**src/hw/rtl/bfns_pkg.sv**
```systemverilog
`timescale 1ns / 1ps
// ============================================================================
// bfns_pkg
// Shared types and constants of the bit map find-next-set unit.
// ============================================================================
package bfns_pkg;

  localparam int OP_W  = 4;
  localparam int IDX_W = 10;
  localparam int LEN_W = 11;
  localparam int ERR_W = 2;

  typedef enum logic [OP_W-1:0] {
    OP_SET        = 4'd0,
    OP_CLEAR      = 4'd1,
    OP_TEST       = 4'd2,
    OP_PUSH       = 4'd3,
    OP_POP        = 4'd4,
    OP_SET_ALL    = 4'd5,
    OP_CLEAR_ALL  = 4'd6,
    OP_FIND_FIRST = 4'd7,
    OP_FIND_NEXT  = 4'd8
  } op_t;

  localparam logic [ERR_W-1:0] ERR_NONE  = 2'd0;
  localparam logic [ERR_W-1:0] ERR_RANGE = 2'd1;
  localparam logic [ERR_W-1:0] ERR_POP   = 2'd2;

  typedef enum logic [1:0] {
    ST_IDLE,
    ST_EXEC,
    ST_SWEEP
  } state_t;

  typedef struct packed {
    logic load;
    logic exec;
    logic sweep_init;
    logic step;
    logic finish;
  } ctrl_cmd_t;

  typedef struct packed {
    logic needs_sweep;
    logic sweep_end;
  } dp_status_t;

endpackage

```
**src/hw/rtl/bfns_ctrl.sv**
```systemverilog
`timescale 1ns / 1ps
// ============================================================================
// bfns_ctrl
// Sequencer: takes an item, runs an operation directly in the exec state
// or as a word sweep, and pulses done when the result is ready.
// ============================================================================
module bfns_ctrl (
  input  logic                   clk,
  input  logic                   rst,
  input  logic                   start,
  input  bfns_pkg::dp_status_t   status,
  output bfns_pkg::ctrl_cmd_t    cmd,
  output logic                   busy,
  output logic                   done
);
  import bfns_pkg::*;

  state_t state;
  state_t state_next;

  always_ff @(posedge clk) begin
    if (rst) begin
      state <= ST_IDLE;
      done  <= 1'b0;
    end else begin
      state <= state_next;
      done  <= cmd.finish;
    end
  end

  always_comb begin
    state_next = state;
    cmd        = '0;
    unique case (state)
      ST_IDLE: begin
        if (start) begin
          cmd.load   = 1'b1;
          state_next = ST_EXEC;
        end
      end
      ST_EXEC: begin
        if (status.needs_sweep) begin
          cmd.sweep_init = 1'b1;
          state_next     = ST_SWEEP;
        end else begin
          cmd.exec   = 1'b1;
          cmd.finish = 1'b1;
          state_next = ST_IDLE;
        end
      end
      ST_SWEEP: begin
        cmd.step = 1'b1;
        if (status.sweep_end) begin
          cmd.finish = 1'b1;
          state_next = ST_IDLE;
        end
      end
      default: state_next = ST_IDLE;
    endcase
  end

  assign busy = (state != ST_IDLE);

endmodule

```
**src/hw/rtl/bfns_dp.sv**
```systemverilog
`timescale 1ns / 1ps
// ============================================================================
// bfns_dp
// Datapath: word store with per-word valid bits, length and cursor
// registers, single-bit read-modify-write and the word sweep for set all
// and the searches.
// ============================================================================
module bfns_dp #(
  parameter int CAPACITY_BITS = 1024,
  parameter int WORD_BITS     = 64
) (
  input  logic                          clk,
  input  logic                          rst,
  input  bfns_pkg::ctrl_cmd_t           cmd,
  output bfns_pkg::dp_status_t          status,
  input  logic [bfns_pkg::OP_W-1:0]     operation,
  input  logic [bfns_pkg::IDX_W-1:0]    bit_index,
  input  logic                          push_value,
  input  logic                          initial_length_wr,
  input  logic [bfns_pkg::LEN_W-1:0]    initial_length,
  output logic                          bit_out,
  output logic                          found,
  output logic [bfns_pkg::LEN_W-1:0]    position,
  output logic [bfns_pkg::LEN_W-1:0]    length_now,
  output logic                          is_empty,
  output logic [bfns_pkg::ERR_W-1:0]    error
);
  import bfns_pkg::*;

  localparam int WL = $clog2(WORD_BITS);
  localparam int NW = (CAPACITY_BITS + WORD_BITS - 1) / WORD_BITS;
  localparam int WA = (NW > 1) ? $clog2(NW) : 1;
  localparam int LW = $clog2(CAPACITY_BITS + 1);
  localparam int CW = ((LW > LEN_W) ? LW : LEN_W) + 1;
  localparam logic [WORD_BITS-1:0] ONES = {WORD_BITS{1'b1}};

  logic [WORD_BITS-1:0] store [NW];
  logic [NW-1:0]        wvalid;
  logic [LW-1:0]        length;
  logic [LW-1:0]        cursor;
  op_t                  op_q;
  logic [IDX_W-1:0]     idx_q;
  logic                 pv_q;
  logic [CW-1:0]        scan_start;
  logic [WA-1:0]        wptr;

  logic                 bit_q;
  logic                 found_q;
  logic [LW-1:0]        pos_q;
  logic [ERR_W-1:0]     err_q;

  logic [CW-1:0]        len_ext;
  logic [CW-1:0]        idx_ext;
  logic [CW-1:0]        cap_ext;
  logic                 idx_ok;
  logic [CW-1:0]        start_pos;
  logic [CW-1:0]        tgt_pos;
  logic [WA-1:0]        tgt_word;
  logic [WL-1:0]        tgt_off;
  logic [WA-1:0]        rd_addr;
  logic [WORD_BITS-1:0] rd_word;

  logic [CW-1:0]        base_ext;
  logic [CW-1:0]        base_plus;
  logic                 last_word;
  logic [WA-1:0]        start_word;
  logic [WORD_BITS-1:0] lo_mask;
  logic [WORD_BITS-1:0] hi_mask;
  logic [WORD_BITS-1:0] hits;
  logic                 hit_any;
  logic [WL-1:0]        hit_off;

  logic [CW-1:0]        cfg_ext;
  logic [LW-1:0]        cfg_len;

  logic [LW-1:0]        len_next;
  logic [LW-1:0]        cur_next;
  logic                 wr_en;
  logic [WORD_BITS-1:0] wr_data;
  logic                 clr_all;
  logic                 res_load;
  logic                 res_bit;
  logic                 res_found;
  logic [LW-1:0]        res_pos;
  logic [ERR_W-1:0]     res_err;

  // operand decode
  assign len_ext   = CW'(length);
  assign idx_ext   = CW'(idx_q);
  assign cap_ext   = CW'(CAPACITY_BITS);
  assign idx_ok    = idx_ext < cap_ext;
  assign start_pos = (op_q == OP_FIND_NEXT) ? idx_ext + CW'(1) : '0;

  always_comb begin
    unique case (op_q)
      OP_PUSH: tgt_pos = CW'(cursor);
      OP_POP:  tgt_pos = CW'(cursor) - CW'(1);
      default: tgt_pos = idx_ext;
    endcase
  end

  assign tgt_word = WA'(tgt_pos >> WL);
  assign tgt_off  = tgt_pos[WL-1:0];
  assign rd_addr  = cmd.step ? wptr : tgt_word;
  assign rd_word  = wvalid[rd_addr] ? store[rd_addr] : '0;

  // sweep window for the current word
  assign base_ext   = CW'({wptr, {WL{1'b0}}});
  assign base_plus  = base_ext + CW'(WORD_BITS);
  assign last_word  = base_plus >= len_ext;
  assign start_word = WA'(scan_start >> WL);
  assign lo_mask    = (wptr == start_word) ? (ONES << scan_start[WL-1:0]) : ONES;
  assign hi_mask    = (base_plus > len_ext) ? ~(ONES << len_ext[WL-1:0]) : ONES;
  assign hits       = rd_word & lo_mask & hi_mask;
  assign hit_any    = |hits;

  always_comb begin
    hit_off = '0;
    for (int i = WORD_BITS - 1; i >= 0; i--) begin
      if (hits[i]) begin
        hit_off = WL'(i);
      end
    end
  end

  always_comb begin
    status.needs_sweep = ((op_q == OP_SET_ALL) || (op_q == OP_FIND_FIRST) ||
                          (op_q == OP_FIND_NEXT)) && (start_pos < len_ext);
    status.sweep_end   = last_word || ((op_q != OP_SET_ALL) && hit_any);
  end

  // item execution
  always_comb begin
    len_next  = length;
    cur_next  = cursor;
    wr_en     = 1'b0;
    wr_data   = rd_word;
    clr_all   = 1'b0;
    res_bit   = 1'b0;
    res_found = 1'b0;
    res_pos   = '0;
    res_err   = ERR_NONE;
    if (cmd.exec) begin
      unique case (op_q) inside
        OP_SET, OP_CLEAR: begin
          if (!idx_ok) begin
            res_err = ERR_RANGE;
          end else begin
            if (idx_ext >= len_ext) begin
              len_next = LW'(idx_ext + CW'(1));
            end
            wr_en            = 1'b1;
            wr_data[tgt_off] = (op_q == OP_SET);
          end
        end
        OP_TEST: begin
          if (!idx_ok) begin
            res_err = ERR_RANGE;
          end else begin
            res_bit = rd_word[tgt_off];
          end
        end
        OP_PUSH: begin
          if (CW'(cursor) >= cap_ext) begin
            res_err = ERR_RANGE;
          end else begin
            if (cursor >= length) begin
              len_next = cursor + LW'(1);
            end
            wr_en            = 1'b1;
            wr_data[tgt_off] = pv_q;
            cur_next         = cursor + LW'(1);
          end
        end
        OP_POP: begin
          if (cursor == '0) begin
            res_err = ERR_POP;
          end else begin
            wr_en            = 1'b1;
            wr_data[tgt_off] = 1'b0;
            cur_next         = cursor - LW'(1);
          end
        end
        OP_CLEAR_ALL: begin
          clr_all  = 1'b1;
          cur_next = '0;
        end
        OP_FIND_NEXT: begin
          res_pos = length;
        end
        OP_SET_ALL, OP_FIND_FIRST: begin
        end
        default: begin
        end
      endcase
    end else if (cmd.step) begin
      if (op_q == OP_SET_ALL) begin
        wr_en   = 1'b1;
        wr_data = rd_word | hi_mask;
      end else begin
        res_found = hit_any;
        if (hit_any) begin
          res_pos = LW'({wptr, hit_off});
        end else if (op_q == OP_FIND_NEXT) begin
          res_pos = length;
        end
      end
    end
  end

  assign res_load = cmd.finish;

  // construction length, saturated to capacity
  assign cfg_ext = CW'(initial_length);
  assign cfg_len = (cfg_ext > cap_ext) ? LW'(CAPACITY_BITS) : LW'(cfg_ext);

  always_ff @(posedge clk) begin
    if (rst) begin
      wvalid <= '0;
      length <= '0;
      cursor <= '0;
    end else if (initial_length_wr) begin
      wvalid <= '0;
      length <= cfg_len;
      cursor <= cfg_len;
    end else begin
      length <= len_next;
      cursor <= cur_next;
      if (clr_all) begin
        wvalid <= '0;
      end else if (wr_en) begin
        wvalid[rd_addr] <= 1'b1;
      end
    end
  end

  always_ff @(posedge clk) begin
    if (wr_en) begin
      store[rd_addr] <= wr_data;
    end
  end

  always_ff @(posedge clk) begin
    if (cmd.load) begin
      op_q  <= op_t'(operation);
      idx_q <= bit_index;
      pv_q  <= push_value;
    end
    if (cmd.sweep_init) begin
      scan_start <= start_pos;
      wptr       <= WA'(start_pos >> WL);
    end else if (cmd.step && !status.sweep_end) begin
      wptr <= wptr + WA'(1);
    end
    if (res_load) begin
      bit_q   <= res_bit;
      found_q <= res_found;
      pos_q   <= res_pos;
      err_q   <= res_err;
    end
  end

  assign bit_out    = bit_q;
  assign found      = found_q;
  assign position   = LEN_W'(pos_q);
  assign length_now = LEN_W'(length);
  assign is_empty   = (length == '0);
  assign error      = err_q;

endmodule

```
**src/hw/rtl/bitmap_find_next_set_unit.sv**
```systemverilog
`timescale 1ns / 1ps
// ============================================================================
// bitmap_find_next_set_unit
// Bit map with logical length and push cursor, set/clear/test, push/pop,
// set all, clear all, find first and find next set bit.
// ============================================================================
// usage:
//   an item (operation, bit_index, push_value) is taken on a clock edge with
//   start high and busy low. busy stays high until the result is produced.
//   the result fields are valid for exactly one cycle while done is high;
//   the receiver always takes it, there is no back-pressure.
//   set, clear, test, push, pop, clear all, unknown codes and searches or
//   set all on an empty range finish in the exec state after start.
//   set all, find first and find next walk the store one word per cycle
//   starting at the word of the search start, until the last word or,
//   for a search, the first hit; done is registered from the finish.
//   start may be raised again in the cycle done is high.
//   initial_length_wr with initial_length clears the store and loads length
//   and cursor; write it only while the unit is idle.
//   reset (rst, synchronous) empties the store, length and cursor.
// ============================================================================
module bitmap_find_next_set_unit #(
  parameter int CAPACITY_BITS = 1024,
  parameter int WORD_BITS     = 64
) (
  input  logic                          clk,
  input  logic                          rst,
  input  logic                          start,
  output logic                          busy,
  output logic                          done,
  input  logic [bfns_pkg::OP_W-1:0]     operation,
  input  logic [bfns_pkg::IDX_W-1:0]    bit_index,
  input  logic                          push_value,
  input  logic                          initial_length_wr,
  input  logic [bfns_pkg::LEN_W-1:0]    initial_length,
  output logic                          bit_out,
  output logic                          found,
  output logic [bfns_pkg::LEN_W-1:0]    position,
  output logic [bfns_pkg::LEN_W-1:0]    length_now,
  output logic                          is_empty,
  output logic [bfns_pkg::ERR_W-1:0]    error
);
  import bfns_pkg::*;

  ctrl_cmd_t  cmd;
  dp_status_t status;

  bfns_ctrl u_ctrl (
    .clk    (clk),
    .rst    (rst),
    .start  (start),
    .status (status),
    .cmd    (cmd),
    .busy   (busy),
    .done   (done)
  );

  bfns_dp #(
    .CAPACITY_BITS (CAPACITY_BITS),
    .WORD_BITS     (WORD_BITS)
  ) u_dp (
    .clk               (clk),
    .rst               (rst),
    .cmd               (cmd),
    .status            (status),
    .operation         (operation),
    .bit_index         (bit_index),
    .push_value        (push_value),
    .initial_length_wr (initial_length_wr),
    .initial_length    (initial_length),
    .bit_out           (bit_out),
    .found             (found),
    .position          (position),
    .length_now        (length_now),
    .is_empty          (is_empty),
    .error             (error)
  );

endmodule
```
**config.mk**
```make
export PLATFORM = sky130hd
export DESIGN_NAME = bitmap_find_next_set_unit
export DESIGN_NICKNAME = d
export VERILOG_FILES = /design/src/hw/rtl/bfns_pkg.sv /design/src/hw/rtl/bfns_ctrl.sv /design/src/hw/rtl/bfns_dp.sv /design/src/hw/rtl/bitmap_find_next_set_unit.sv
export SDC_FILE = /design/constraint.sdc
export NUM_CORES = 2
export LEC_CHECK = 0
export ABC_AREA = 1
export BUFFER_PORTS_ARGS = -buffer_cell sky130_fd_sc_hd__buf_2
export CORE_MARGIN = 3
export CORE_UTILIZATION = 40
export CTS_BUF_LIST = sky130_fd_sc_hd__clkbuf_8
export DETAILED_ROUTE_END_ITERATION = 10
export MAX_ROUTING_LAYER = met4
export PLACE_DENSITY = 0.66
export SLEW_MARGIN = 0
export SYNTH_ARGS = -nofsm -noshare
export SYNTH_HDL_FRONTEND = slang
export SYNTH_SLANG_ARGS = --single-unit
```
**constraint.sdc**
```tcl
create_clock -name clk -period 8.25 [get_ports clk]
set_input_delay 2.475 -clock clk [delete_from_list [all_inputs] [get_ports clk]]
set_output_delay 2.475 -clock clk [all_outputs]
set_load 0.01 [all_outputs]
```
==> qor.csv <==
stage,metric,value,unit
grt,grt_pass1_vias,33100,
logic_synthesis,synthArstFlopShare,0,
grt,grt.met2_usage,0.385,
clock_tree,clk_pin_slew,0.06,ns
critical_path,path_delay_family,simple AND/OR/NAND/NOR gates,
critical_path,max_stage_delay,0.56,ns
clock_tree,cts_sinks,1109,
logic_synthesis,ys_warn_count,0,
routing,drt_iter0_drc,4501,
critical_path,reg2reg_to,u_dp.position[0],
logic_synthesis,syn_inst,3910,
placed_design,dp_hpwl,97100,um
logic_synthesis,synth_area_leaders,"edfxtp_1 (68%), o22ai_1 (5.6%), nand2_1 (5.2%)",
logic_synthesis,synthSimpleGateAreaFrac,0.101,
critical_path,worst_setup_path_start_kind,flop,
logic_synthesis,synth_xor_area_frac,0.00351,
logic_synthesis,synth-compound-area-share,0.148,
clock_tree,worstSkewPairLatency,0.87,ns
critical_path,endpoint,u_dp.position[0],
logic_synthesis,synth.distinct_cells,65,
logic_synthesis,yosys.area.top_type,edfxtp_1,
sta,grt_setup_unrepaired,no,
cells_and_area,stdcell_area,0.0529,sq mm
critical_path,worst_ep_required_time,8.88,ns
clock_tree,cts_root_buffer,clkbuf_8,
routing,ant_nets,0,
critical_path,rr_worst_depth,67,
routing,wl_per_cell,27.7,um
placed_design,port_buffers,58,
sta,tns,0,ns
logic_synthesis,syn-cell-area,0.0474,sq mm
logic_synthesis,ys_seq_area_frac,0.694,
placed_design,placed_area,0.0498,sq mm
grt,grtUsageMet3,0.0472,
sta,finalHoldViolCount,0,
critical_path,ff2ff_setup_slack,0.87,ns
routing,num_vias,34300,
floorplanning,core,0.117,sq mm
routing,drc,0,
critical_path,crit_buf_inv,2,
sta,relSlewSlack,0.0914,
floorplanning,dieArea,0.123,sq mm
power_and_ir_drop,ir_worst_vdd,0.131,mV
run,max-cap-violations,0,
sta,worstMarginPinSlew,1.36,ns
critical_path,critPathSlowestCell,nor4_1,
clock_tree,cts_made_buffers,171,
logic_synthesis,syn_avg_cell_area,12.1,sq um
routing,dr.pass1.iters,6,
logic_synthesis,synth_ff_type,edfxtp_1,
hold_path,hp-class,flop to flop,
logic_synthesis,muxShareOfSynthArea,0,
logic_synthesis,synth_edf_count,1068,
floorplanning,fp-row-count,125,
routing,viasPerCell,6.00,
critical_path,reg2reg_from,u_dp.op_q[3],
critical_path,worst_setup_path_end_kind,flop,
run_status,status,"complete, no violations",
sta,fmax,0.136,GHz
logic_synthesis,synth_top_family_by_area,compound AO/OA/AOI/OAI gates,
floorplanning,die_x,350,um
cells_and_area,drive_above_1_share,0.110,
critical_path,startpoint,u_dp.op_q[3],
grt,grt-ovfl-total,0,
clock_tree,postCtsSetupRepairBufs,0,
critical_path,crit_arrival,8.00,ns
sta,period_needed,7.38,ns
sta,drv_slew,0,
sta,setup_viol,0,
clock_tree,ctsHtreeMaxLevel,4,
placed_design,place.gp.congestion,1.03,
floorplanning,die_y,350,um
grt,top_usage_layer,met2,
logic_synthesis,synth.ff_latch_count,1109,
power_and_ir_drop,power.density,274,mW/mm^2
grt,grt_usage,0.261,
clock_tree,holdBufCountCts,0,
clock_tree,cts_tree,built,
critical_path,criticalPathCategory,flop to flop,
clock_tree,cts_buffer_depth,3,
clock_tree,cts_resized,0,
critical_path,cp_max_fo,46,
critical_path,path_common_cell,nand2_1,
logic_synthesis,synth_fa_ha_area_frac,0.0116,
grt,antenna_found_initial,9,
logic_synthesis,syn_nets,3984,
floorplanning,io_pins,59,
grt,grtUsageMet1,0.365,
cells_and_area,synthToLayoutAreaGrowth,11.7,%
cells_and_area,nets,4135,
sta,finalCritPeriodShare,0.894,
routing,wl,158000,um
critical_path,path_depth,67,
sta,fin_skew,0.0732,ns
power_and_ir_drop,power.leakage,0.0183,uW
logic_synthesis,netlist.area_leader.share,0.677,
grt,grt_max_degree,115,
grt,grt_pass1_wl,228000,um
floorplanning,start_util,0.405,
==> per-stage QoR <==
stage                     hold slack (ns)  instances  setup WS [ns]  power [uW]  utilization
after floorplan                     0.431       3910           1.76        8950            -
after global placement              0.443       5410          0.966       10300        0.426
after detailed placement            0.450       5410          0.931       10300        0.426
after CTS                           0.464       5702          0.914       14500        0.453
after global routing                0.490       5708        0.00559       15100        0.453
final                               0.460       5709          0.874       14500        0.453
==> metal layers <==
| layer | vias to the layer above | wire length (um) |
|---|---|---|
| met2 | 1898 | 70400 |
| met1 | 17100 | 67000 |
| met3 | 289 | 15600 |
| met5 | - | 0 |
| li1 | 15000 | - |
| met4 | 0 | 4890 |
==> report_power, final <==
group          internal (uW)  switching, uW
clock network           2130           2100
logic                    805           2550
registers               6880           42.7
total                   9810           4690
==> how the worst min path moves through the flow <==
stage                               start               to  slack [ns]  cells after the start
after floorplan            u_dp.wvalid[0]   u_dp.wvalid[0]        0.43                      2
after global routing       u_dp.wvalid[6]   u_dp.wvalid[6]        0.49                      2
after CTS                  u_dp.wvalid[6]   u_dp.wvalid[6]        0.46                      2
after detailed placement   u_dp.wvalid[8]   u_dp.wvalid[8]        0.45                      2
after global placement    u_dp.wvalid[12]  u_dp.wvalid[12]        0.44                      2
final                      u_dp.wvalid[6]   u_dp.wvalid[6]        0.46                      2
==> cell type report <==
class                      instances  area (sq um)
clock buffer                     176          2420
fill                           10500         63900
antenna                            5          12.5
inverter                         221           837
multi-input combinational       2370         12800
tap                             1524          1910
clock inverter                   116           663
sequential                      1109         32900
timing repair buffer             188          1400
==> cells in the final DEF (no fill, tap or decap), drive strengths merged, types with 3 or more instances in the layout <==
cell	instances
edfxtp	1068
nand2	673
o22ai	423
o21ai	384
nor2	315
inv	281
buf	188
clkbuf	176
a21oi	94
nand3	78
o211ai	58
o221ai	48
clkinv	45
ha	44
dfxtp	41
o22a	33
nand3b	23
nand4	21
nor3	21
nor4	20
a211oi	18
xor2	17
o21a	13
o2111ai	10
a22oi	9
a221oi	9
a31oi	9
o21bai	7
o41ai	6
clkinvlp	6
diode	5
or2	5
bufinv	5
a22o	4
a21boi	4
o31ai	3
==> state kept, by name (all words and copies together), names as in the netlist, 2 cells and up <==
register,cells
u_ctrl.state,2
u_dp.cursor,11
u_dp.error,2
u_dp.idx_q,10
u_dp.length_now,11
u_dp.op_q,4
u_dp.position,11
u_dp.scan_start,10
u_dp.store,1024
u_dp.wptr,4
u_dp.wvalid,16
==> kinds of logic (layout without fill, tap and decap cells) <==
family / Yosys count / in the layout
other cells: 0 / 5
compound gates: 1144 / 1144
simple gates: 1162 / 1163
xor+xnor: 19 / 19
fa+ha+maj: 44 / 44
flops: 1109 / 1109
buf+inv: 432 / 701
==> cells in the mapped netlist (19+ instances only) <==
cell type,instances
nand2_1,662
nand3_1,77
clkbuf_1,85
o211ai_1,58
buf_4,31
nand4_1,21
nor3_1,19
nor2_1,309
o22a_1,33
buf_2,62
dfxtp_1,41
o21ai_0,335
inv_1,208
nor4_1,20
edfxtp_1,1068
ha_1,44
o22ai_1,423
nand3b_1,23
o221ai_1,48
a21oi_1,94
o21ai_1,47
==> worst reg2reg max path: cells and delay by family, from the launching register on <==
family                 cells  cell delay (ns)
and+or+nand+nor           61             5.54
buffers and inverters      2             0.55
DFF                        1             0.43
AOI/OAI and AO/OA          4             0.64
Note: power is estimated with default switching activity, not from simulation.
